$ cat src/rtl/assert_macros.svh
// Assertion helpers shared by the RTL. Each macro expands to a labeled
// concurrent assertion in simulation and to nothing in synthesis.
`ifndef ASSERT_MACROS_SVH
`define ASSERT_MACROS_SVH
`ifndef SYNTHESIS
// The property must hold at every rising edge outside reset.
`define ASSERT_CLK(label, clock, reset, prop) \
  label: assert property (@(posedge clock) disable iff (reset) prop) \
    else $error("assertion failed");
// The condition must never be true at a rising edge outside reset.
`define ASSERT_NEVER(label, clock, reset, cond) \
  label: assert property (@(posedge clock) disable iff (reset) !(cond)) \
    else $error("forbidden condition seen");
`else
`define ASSERT_CLK(label, clock, reset, prop)
`define ASSERT_NEVER(label, clock, reset, cond)
`endif
`endif

$ cat src/rtl/mbpp_pkg.sv
package mbpp_pkg;

  // Macroblock mode codes.
  localparam logic [1:0] MODE_INTRA = 2'd0;
  localparam logic [1:0] MODE_FWD   = 2'd1;
  localparam logic [1:0] MODE_TWO   = 2'd2;
  localparam logic [1:0] MODE_BIDIR = 2'd3;

  // Default depth of the queue between the classifier and the serializer.
  localparam int QUEUE_DEPTH = 2;

  // One classified request: up to four code bytes, byte 0 in bits 7:0,
  // and the index of the final byte.
  typedef struct packed {
    logic [31:0] bytes;
    logic [1:0]  last_idx;
  } pkt_t;

  // Read side of the queue as seen by the serializer.
  typedef struct packed {
    logic valid;
    logic full;
  } qstat_t;

  // True when a 7-bit two's complement value lies in -4..3.
  function automatic logic fits3(input logic [6:0] v);
    return (v[6:2] == 5'b00000) || (v[6:2] == 5'b11111);
  endfunction

endpackage

$ cat src/rtl/macroblock_param_packer_core.sv
// Macroblock parameter packer.
// Input channel: drive push with mode, intra_submode and the four motion
// components; a request is taken at a rising edge where push is high and
// full is low. Output channel: while empty is low, code_byte and last_byte
// show the oldest waiting byte; it is taken at an edge where pop is high.
// last_byte marks the final byte of each macroblock's code.
// Each request yields 1, 2 or 4 bytes. A taken request is first written into
// the queue; the serializer then loads its first byte into the output
// register, and bytes follow one per cycle while pop takes them. The
// serializer sets the sustained rate of requests.
// Classified requests wait in a queue of QueueDepth entries; input is taken
// every cycle while the queue has room, even while output is stalled.
// If pop stays low, bytes hold and the queue fills, after which full rises.
// Reset (synchronous, active high) empties the queue and the output stage.
`include "assert_macros.svh"

module macroblock_param_packer_core #(
  parameter int QueueDepth = mbpp_pkg::QUEUE_DEPTH
) (
  input  logic              clk,
  input  logic              rst,
  input  logic              push,
  output logic              full,
  input  logic [1:0]        mode,
  input  logic [5:0]        intra_submode,
  input  logic signed [6:0] motion_x,
  input  logic signed [6:0] motion_y,
  input  logic signed [6:0] motion_x_second,
  input  logic signed [6:0] motion_y_second,
  output logic              empty,
  input  logic              pop,
  output logic [7:0]        code_byte,
  output logic              last_byte
);

  mbpp_pkg::pkt_t   front_pkt;
  mbpp_pkg::pkt_t   head_pkt;
  mbpp_pkg::qstat_t qstat;
  logic             q_pop;
  logic [1:0]       byte_idx;

  assign full = qstat.full;

  // Classify and pack the incoming request.
  mbpp_front u_front (
    .mode            (mode),
    .intra_submode   (intra_submode),
    .motion_x        (motion_x),
    .motion_y        (motion_y),
    .motion_x_second (motion_x_second),
    .motion_y_second (motion_y_second),
    .pkt             (front_pkt)
  );

  // Decoupling queue.
  mbpp_queue #(
    .Depth (QueueDepth)
  ) u_queue (
    .clk    (clk),
    .rst    (rst),
    .wr_en  (push),
    .wr_pkt (front_pkt),
    .rd_en  (q_pop),
    .rd_pkt (head_pkt),
    .stat   (qstat)
  );

  // Byte serializer with output register.
  mbpp_back u_back (
    .clk       (clk),
    .rst       (rst),
    .qstat     (qstat),
    .head      (head_pkt),
    .q_pop     (q_pop),
    .byte_idx  (byte_idx),
    .pop       (pop),
    .empty     (empty),
    .code_byte (code_byte),
    .last_byte (last_byte)
  );

  // A byte that is not the last of its code is always followed directly.
  `ASSERT_CLK(a_code_continues, clk, rst, (pop && !empty && !last_byte) |=> !empty)
  // With nothing queued, the serializer must be at the start of a request.
  `ASSERT_NEVER(a_idx_idle, clk, rst, !qstat.valid && (byte_idx != 2'd0))
  // The queue only releases a request while holding one.
  `ASSERT_NEVER(a_pop_nonempty, clk, rst, q_pop && !qstat.valid)

endmodule

$ cat src/rtl/mbpp_front.sv
module mbpp_front (
  input  logic [1:0]        mode,
  input  logic [5:0]        intra_submode,
  input  logic signed [6:0] motion_x,
  input  logic signed [6:0] motion_y,
  input  logic signed [6:0] motion_x_second,
  input  logic signed [6:0] motion_y_second,
  output mbpp_pkg::pkt_t    pkt
);

  logic [6:0] x, y, u, v;
  logic       short1, short2, bidir;

  assign x = motion_x;
  assign y = motion_y;
  assign u = motion_x_second;
  assign v = motion_y_second;

  // Classify the vectors by whether they fit the short 3-bit form.
  assign short1 = mbpp_pkg::fits3(x) && mbpp_pkg::fits3(y);
  assign short2 = short1 && mbpp_pkg::fits3(u) && mbpp_pkg::fits3(v);
  assign bidir  = (mode == mbpp_pkg::MODE_BIDIR);

  // Assemble the code bytes for the selected layout.
  always_comb begin
    pkt = '0;
    unique case (mode)
      mbpp_pkg::MODE_INTRA: begin
        pkt.bytes[7:0] = {2'b00, intra_submode};
        pkt.last_idx   = 2'd0;
      end
      mbpp_pkg::MODE_FWD: begin
        if (short1) begin
          pkt.bytes[7:0] = {2'b10, x[2:0], y[2:0]};
          pkt.last_idx   = 2'd0;
        end else begin
          pkt.bytes[7:0]  = {2'b11, x[6:1]};
          pkt.bytes[15:8] = {x[0], y[6:0]};
          pkt.last_idx    = 2'd1;
        end
      end
      default: begin
        if (short2) begin
          pkt.bytes[7:0]  = {2'b01, bidir, 1'b0, x[2:0], y[2]};
          pkt.bytes[15:8] = {y[1:0], u[2:0], v[2:0]};
          pkt.last_idx    = 2'd1;
        end else begin
          pkt.bytes[7:0]   = {2'b01, bidir, 1'b1, x[6:3]};
          pkt.bytes[15:8]  = {x[2:0], y[6:2]};
          pkt.bytes[23:16] = {y[1:0], u[6:1]};
          pkt.bytes[31:24] = {u[0], v[6:0]};
          pkt.last_idx     = 2'd3;
        end
      end
    endcase
  end

endmodule

$ cat src/rtl/mbpp_queue.sv
module mbpp_queue #(
  parameter int Depth = mbpp_pkg::QUEUE_DEPTH
) (
  input  logic              clk,
  input  logic              rst,
  input  logic              wr_en,
  input  mbpp_pkg::pkt_t    wr_pkt,
  input  logic              rd_en,
  output mbpp_pkg::pkt_t    rd_pkt,
  output mbpp_pkg::qstat_t  stat
);

  localparam int PtrW = (Depth > 1) ? $clog2(Depth) : 1;
  localparam int CntW = $clog2(Depth + 1);

  mbpp_pkg::pkt_t         slots [Depth];
  logic [PtrW-1:0]        wr_ptr, rd_ptr;
  logic [CntW-1:0]        count;
  logic                   do_push, do_pop;

  assign stat.valid = (count != '0);
  assign stat.full  = (count == CntW'(Depth));
  assign do_push    = wr_en && !stat.full;
  assign do_pop     = rd_en && stat.valid;
  assign rd_pkt     = slots[rd_ptr];

  // Storage for waiting requests.
  always_ff @(posedge clk) begin
    if (do_push) begin
      slots[wr_ptr] <= wr_pkt;
    end
  end

  // Pointers and occupancy.
  always_ff @(posedge clk) begin
    if (rst) begin
      wr_ptr <= '0;
      rd_ptr <= '0;
      count  <= '0;
    end else begin
      if (do_push) begin
        wr_ptr <= (wr_ptr == PtrW'(Depth - 1)) ? '0 : wr_ptr + 1'b1;
      end
      if (do_pop) begin
        rd_ptr <= (rd_ptr == PtrW'(Depth - 1)) ? '0 : rd_ptr + 1'b1;
      end
      unique case ({do_push, do_pop})
        2'b10:   count <= count + 1'b1;
        2'b01:   count <= count - 1'b1;
        default: count <= count;
      endcase
    end
  end

endmodule

$ cat src/rtl/mbpp_back.sv
module mbpp_back (
  input  logic             clk,
  input  logic             rst,
  input  mbpp_pkg::qstat_t qstat,
  input  mbpp_pkg::pkt_t   head,
  output logic             q_pop,
  output logic [1:0]       byte_idx,
  input  logic             pop,
  output logic             empty,
  output logic [7:0]       code_byte,
  output logic             last_byte
);

  logic out_valid;
  logic load;
  logic at_last;

  assign empty   = !out_valid;
  assign load    = qstat.valid && (!out_valid || pop);
  assign at_last = (byte_idx == head.last_idx);
  assign q_pop   = load && at_last;

  // Output register handshake and byte position within the request.
  always_ff @(posedge clk) begin
    if (rst) begin
      out_valid <= 1'b0;
      byte_idx  <= '0;
    end else begin
      if (load) begin
        out_valid <= 1'b1;
        byte_idx  <= at_last ? 2'd0 : byte_idx + 1'b1;
      end else if (pop) begin
        out_valid <= 1'b0;
      end
    end
  end

  // Output payload.
  always_ff @(posedge clk) begin
    if (load) begin
      code_byte <= head.bytes[byte_idx*8 +: 8];
      last_byte <= at_last;
    end
  end

endmodule
$ cat config.mk
export PLATFORM = sky130hd
export DESIGN_NAME = macroblock_param_packer_core
export DESIGN_NICKNAME = d
export VERILOG_FILES = /design/src/rtl/mbpp_pkg.sv /design/src/rtl/macroblock_param_packer_core.sv /design/src/rtl/mbpp_front.sv /design/src/rtl/mbpp_queue.sv /design/src/rtl/mbpp_back.sv
export VERILOG_INCLUDE_DIRS = /design/src /design/src/rtl
export SDC_FILE = /design/constraint.sdc
export NUM_CORES = 1
export LEC_CHECK = 0
export BUFFER_PORTS_ARGS = -buffer_cell sky130_fd_sc_hd__clkbuf_2
export CAP_MARGIN = 20
export CORE_ASPECT_RATIO = 1.2
export CORE_UTILIZATION = 40
export DETAILED_ROUTE_END_ITERATION = 8
export PLACE_DENSITY_LB_ADDON = 0.12
export SYNTH_ARGS = -nofsm -noshare
export SYNTH_HDL_FRONTEND = slang
export SYNTH_SLANG_ARGS = --single-unit
$ cat constraint.sdc
create_clock -name clk -period 4.95 [get_ports clk]
set_input_delay 1.485 -clock clk [delete_from_list [all_inputs] [get_ports clk]]
set_output_delay 1.485 -clock clk [all_outputs]
set_load 0.01 [all_outputs]
==> results_dict.tcl, run 1 <==
set metrics [dict create \
    yosysTopAreaCell "edfxtp_1" \
    crit_required_ns 5.00 \
    status "complete, no violations" \
    dr_total_vias 2203 \
    syn_nets 278 \
    p_leak_nw 1.687 \
    maxCapViolCount 0 \
    num_antenna_cells 0 \
    hold_end "u_back.out_valid" \
    ctsHoldBuffers 0 \
    path_clk_slew_ns 0.09 \
    core_um2 9034 \
    cp-start-kind "input pin" \
    yosysTopAreaCellShare_pct 60.69 \
    cts_max_level 3 \
    drc 0 \
    postCtsSetupRepairBufs 0 \
    drive_above_1_share_pct 31.63 \
    hold_viol 0 \
    overflow 0 \
    tns_ns 0 \
    die_w_um 89.93 \
    num_io_pins 51 \
    syn_to_final_growth_pct 15.81 \
    cts_tree "built" \
    timing.rr.start "u_back.byte_idx[0]" \
    synth.avg_cell_area_um2 15.66 \
    rsz0062_at_grt "false" \
    fmax_mhz 281.7 \
    cts.repair.resized 0 \
    drtPass1Iterations 4 \
    reg2reg_depth 7 \
    grt_max_degree 34 \
    die_area_um2 9669 \
    setup_violations 0 \
    ys_ff_latch 83 \
    ys_top_cells_by_area "edfxtp_1, mux4_2, mux2i_1" \
    period_share_pct 71.71 \
    wl_per_cell_um 18.42 \
    hold_path_depth 2 \
    layout.nets 330 \
    timing_worst_setup_path_type "input pin to register" \
    rows 38 \
    yosysUniqueCellTypes 34 \
    avgViaCountPerCell 5.321 \
    cts_num_sinks 83 \
    grtUsageTotal_pct 16.91 \
    portBuffers 50 \
    wl_um 7624 \
    hold_path.class "register to register" \
    yosysSeqAreaShare_pct 65.00 \
    ant_nets 0 \
    vdd_drop_max_v 0.0001461 \
    arrival_ns 3.60 \
    dp_hpwl_um 5173 \
    worstMarginPinSlew_ns 0.9459 \
    r2r_end "u_queue.count[1]" \
    drv_slew 0 \
    synth_area_um2 3711 \
    period_needed_ns 3.550 \
    antenna_found_initial 0 \
    power_density_nw_per_um2 489.4 \
    p_total_mw 2.104 \
    insertion_delay_ns 0.34 \
    start_util_pct 41.08 \
    drt-initial-drc-count 128 \
    grt_pass1_vias 2253 \
    clockBufferDepth 2 \
    grt_pass1_wl_um 12050 \
    cts-buffers-inserted 9 \
    crit_fanout 16 \
    maxSlewHeadroom_pct 36.86 \
    synth_cells 237 \
    r2r_slack_ns 2.44 \
    min_from "u_back.out_valid" \
    finClkSkew_ns 0.01126 \
    cp-end-kind "register" \
    routabilityCongestion 0.7864 \
    ys_warn_count 0 \
    cts_root_buf "clkbuf_8" \
    chipHeight_um 107.5 \
]
## cells in the final DEF (no fill, tap or decap), drive strengths merged
master   instances
o2111ai          1
and2             1
buf              4
ha               1
nand4            3
nand2           12
nand2b           2
a2111oi          1
mux4            15
a211oi           1
nor2            10
a22oi            1
clkinv           1
mux2i           23
or3              1
a31oi            1
inv              9
o21ai            5
xor2             4
dfxtp            8
edfxtp          75
mux2             8
o2bb2ai          8
xnor2            2
o211ai           1
clkbuf          65
or2              1
nand3            2
o221ai           3
or4              4
and3            17
a21oi            4
## power by group
group          internal (mW)  leakage [nW]  switching, mW  total (mW)
Combinational          0.262         0.799          0.279       0.541
Sequential             0.965         0.779         0.0876        1.05
Clock                  0.276         0.109          0.234       0.511
Total                   1.50          1.69          0.601        2.10
## worst max-delay path by stage
| stage | startpoint | end | slack (ns) |
|---|---|---|---|
| final | motion_y[6] | u_queue.slots[0][3] | 1.40 |
| after global routing | motion_y[6] | u_queue.slots[0][3] | 1.30 |
| after CTS | motion_y[6] | u_queue.slots[0][3] | 1.42 |
| after detailed placement | motion_y[6] | u_queue.slots[1][3] | 1.08 |
| after global placement | motion_y[6] | u_queue.slots[0][3] | 1.10 |
| after floorplan | push | u_queue.slots[0][10] | 1.55 |
## synthesized netlist by cell type, drive strengths merged
library cell,instances
edfxtp,75
mux2i,23
and3,17
mux4,15
nand2,12
nor2,10
inv,9
clkbuf,8
dfxtp,8
mux2,8
o2bb2ai,8
buf,5
o21ai,5
a21oi,4
or4,4
xor2,4
nand4,3
o221ai,3
nand2b,2
nand3,2
xnor2,2
a2111oi,1
a211oi,1
a22oi,1
a31oi,1
and2,1
ha,1
o2111ai,1
o211ai,1
or2,1
or3,1
## through the flow
stage,instances,hold WS (ns),worst slack [ns],cell area (um^2),utilization (%)
floorplan,237,0.4627,1.555,3711,-
global placement,398,0.4814,1.104,4079,45.15
detailed placement,398,0.4944,1.081,4079,45.15
CTS,414,0.5093,1.419,4298,47.58
global route,414,0.5359,1.298,4298,47.58
finish,414,0.5064,1.400,4298,47.58
## flip-flops by register name, summed over array words and instances (netlist names), named ones only
signal	count
u_queue.rd_ptr	1
u_queue.count	2
u_back.last_byte	1
u_back.code_byte	8
u_queue.slots	66
u_back.byte_idx	2
u_back.out_valid	1
u_queue.wr_ptr	1
## critical path: stages
cell and delay (ns):
clkbuf_2 0.12, or4_1 0.52, mux2i_1 0.29, o2111ai_2 0.47
buf_4 0.38, mux2i_1 0.17, o221ai_1 0.17
## logic make-up (layout without fill, tap and decap cells)
logic type	Yosys count	in the layout	share of synthesized area (%)
xor+xnor	6	6	1.416
fa+ha+maj	1	1	0.3371
flops	83	83	65.00
compound gates	26	26	5.159
mux	46	46	17.73
simple gates	53	53	7.519
buf+inv	22	79	2.832
## layout make-up
class	instances	area, um^2
timing repair buffer	54	280.3
sequential	83	2412
inverter	9	33.78
clock inverter	1	8.758
tap	120	150.1
clock buffer	15	210.2
multi-input combinational	132	1202
fill	811	4736
## metal layers
metal  part of all wire (%)  track usage [%]
met1                     46            21.91
met2                     49            27.75
met3                    3.5            3.531
met4                    1.8            7.258
met5                      0                0
Power figures use the tool's default switching activity.
==> run 2, diff against run 1 <==
- ABC_AREA: not set -> 1
- clock period: 4.95 -> 3.05 ns (I/O delays scaled with it)
==> results_dict.tcl, run 2 <==
set metrics [dict create \
    start_util_pct 41.48 \
    fmax_mhz 451.4 \
    synth_area_um2 3968 \
    status "complete, no violations" \
    insertion_delay_ns 0.34 \
    final_cell_mix "nand2_1, edfxtp_1, nor2_1" \
    routabilityCongestion 0.8442 \
    cts_num_sinks 83 \
    drt-initial-drc-count 182 \
    hold_viol 0 \
    crit_required_ns 3.11 \
    grt_pass1_wl_um 14900 \
    period_needed_ns 2.215 \
    setup_slack_ns 0.8348 \
    ys_ff_latch 83 \
    grt_pass1_vias 2935 \
    num_io_pins 51 \
    synth-edff-count 75 \
    yosysTopAreaCell "edfxtp_1" \
    layout.nets 526 \
    dp_slack_ns 0.4732 \
    period_share_pct 72.63 \
    core_um2 9564 \
    drtPass1Iterations 4 \
    maxSlewHeadroom_pct 57.89 \
    dp_hpwl_um 6516 \
    final_common_cell "nand2_1" \
    die_area_um2 10320 \
    drv_slew 0 \
    cts_tree "built" \
    num_antenna_cells 0 \
    clockBufferDepth 2 \
    hold_path.class "register to register" \
    arrival_ns 2.27 \
    cts_max_level 3 \
    cp_slowest_cell "inv_1" \
    worstMarginPinSlew_ns 0.6251 \
    ys.flop_type "edfxtp_1" \
    yosysUniqueCellTypes 26 \
    synth_commonest_cells "nand2_1, edfxtp_1, nor2_1" \
    crit_fanout 12 \
    wl_per_cell_um 14.96 \
    largest_reg_flops 66 \
    synth.avg_cell_area_um2 9.227 \
    cp-start-kind "input pin" \
    rsz0062_at_grt "false" \
    ctsHoldBuffers 0 \
    dp_cells 597 \
    drive_above_1_share_pct 17.96 \
    layout.area.seq_um2 2412 \
    post-synth-top-count-cell "nand2_1" \
    dr_total_vias 3008 \
    antenna_found_initial 0 \
    ys_warn_count 0 \
    timing_worst_setup_path_type "input pin to register" \
    finClkSkew_ns 0.007419 \
    ant_nets 0 \
    fillers 956 \
    vdd_drop_max_v 0.0002712 \
    async_flop_share_pct 0 \
    grtUsageTotal_pct 19.43 \
    path_cells "clkbuf_2, nor2_1, nand3_1, nand2_4, nand2_8, nor2_8, nor2_4, inv_1, nand3_1" \
    tns_ns 0 \
    maxCapViolCount 0 \
    yosysSeqAreaShare_pct 60.80 \
    portBuffers 50 \
    avgViaCountPerCell 4.907 \
    postCtsSetupRepairBufs 0 \
    cp-end-kind "register" \
    overflow 0 \
    critical-path-max-stage-delay_ns 0.33 \
    grt_max_degree 34 \
    top_register "u_queue.slots" \
    setup_violations 0 \
    die_w_um 92.92 \
    syn_nets 471 \
    cts_root_buf "clkbuf_16" \
    cts.repair.resized 0 \
    reg_top3 "u_queue.slots (66), u_back.code_byte (8)" \
    ys_top_cells_by_area "edfxtp_1, nand2_1, nor2_1" \
    final_cell_area_um2 4642 \
    path_clk_slew_ns 0.06 \
    wl_um 9170 \
    multi_input_area_um2 1295 \
    drc 0 \
    final_cell_count_no_fill 613 \
    syn_to_final_growth_pct 17.00 \
    rows 39 \
    cts-buffers-inserted 9 \
    synth_cells 430 \
    yosysTopAreaCellShare_pct 56.76 \
    placed_area_um2 4364 \
    path_common_cell "nand3_1" \
    chipHeight_um 111.1 \
    p_leak_nw 2.059 \
    power_density_nw_per_um2 757.6 \
]
[run 2: final cells by class]
cell class	count	area share, %
Clock inverter	7	1.132
Tap cell	123	3.315
Inverter	46	3.827
Sequential cell	83	51.97
Timing Repair Buffer	60	7.008
Clock buffer	9	4.852
Multi-Input combinational cell	285	27.90
[run 2: routing by layer]
layer / GRT usage [%] / up-vias / part of all wire [%] / routed length [um]
met4: 8.410 / 0 / 2.1 / 197
met3: 4.184 / 17 / 3.9 / 361
met1: 24.10 / 1381 / 45 / 4106
li1: - / 1535 / - / -
met2: 32.30 / 75 / 49 / 4504
met5: 0 / - / 0 / 0
[run 2: path summary, 6_finish.rpt]
| path | cells after the start | from | slack [ns] | to |
|---|---|---|---|---|
| setup reg to reg | 12 | register | 0.92 | u_queue.count[1] |
| hold reg to reg | 2 | u_queue.wr_ptr | 0.52 | u_queue.wr_ptr |
| hold / removal | 2 | u_queue.wr_ptr | 0.52 | u_queue.wr_ptr |
| setup / recovery | 9 | motion_x[2] | 0.83 | u_queue.slots[0][6] |
[run 2: logic make-up after synthesis]
kind of cell               Yosys count  synth area share, %
and+or+nand+nor                    221                23.59
AOI/OAI and AO/OA                   63                8.609
buffers and inverters               62                6.685
DFF                                 83                60.80
adders and majority gates            1               0.3153
[run 2: power breakdown]
group          switching, mW  internal [mW]
clock                  0.448          0.556
combinational          0.638          0.319
sequential            0.0512           1.50
total                   1.14           2.38
[run 2: critical path: cells and delay by family]
kind                   cells  cell delay (ns)
buffers and inverters      2             0.45
AND/OR/NAND/NOR            7             0.89
[run 2: through the flow]
stage | utilization [%] | total power [mW] | hold WS (ns)
CTS | 48.53 | 3.558 | 0.5211
floorplan | - | 2.196 | 0.4590
detailed placement | 45.63 | 2.556 | 0.5144
finish | 48.53 | 3.517 | 0.5200
global route | 48.53 | 3.744 | 0.5667
global placement | 45.63 | 2.545 | 0.5014
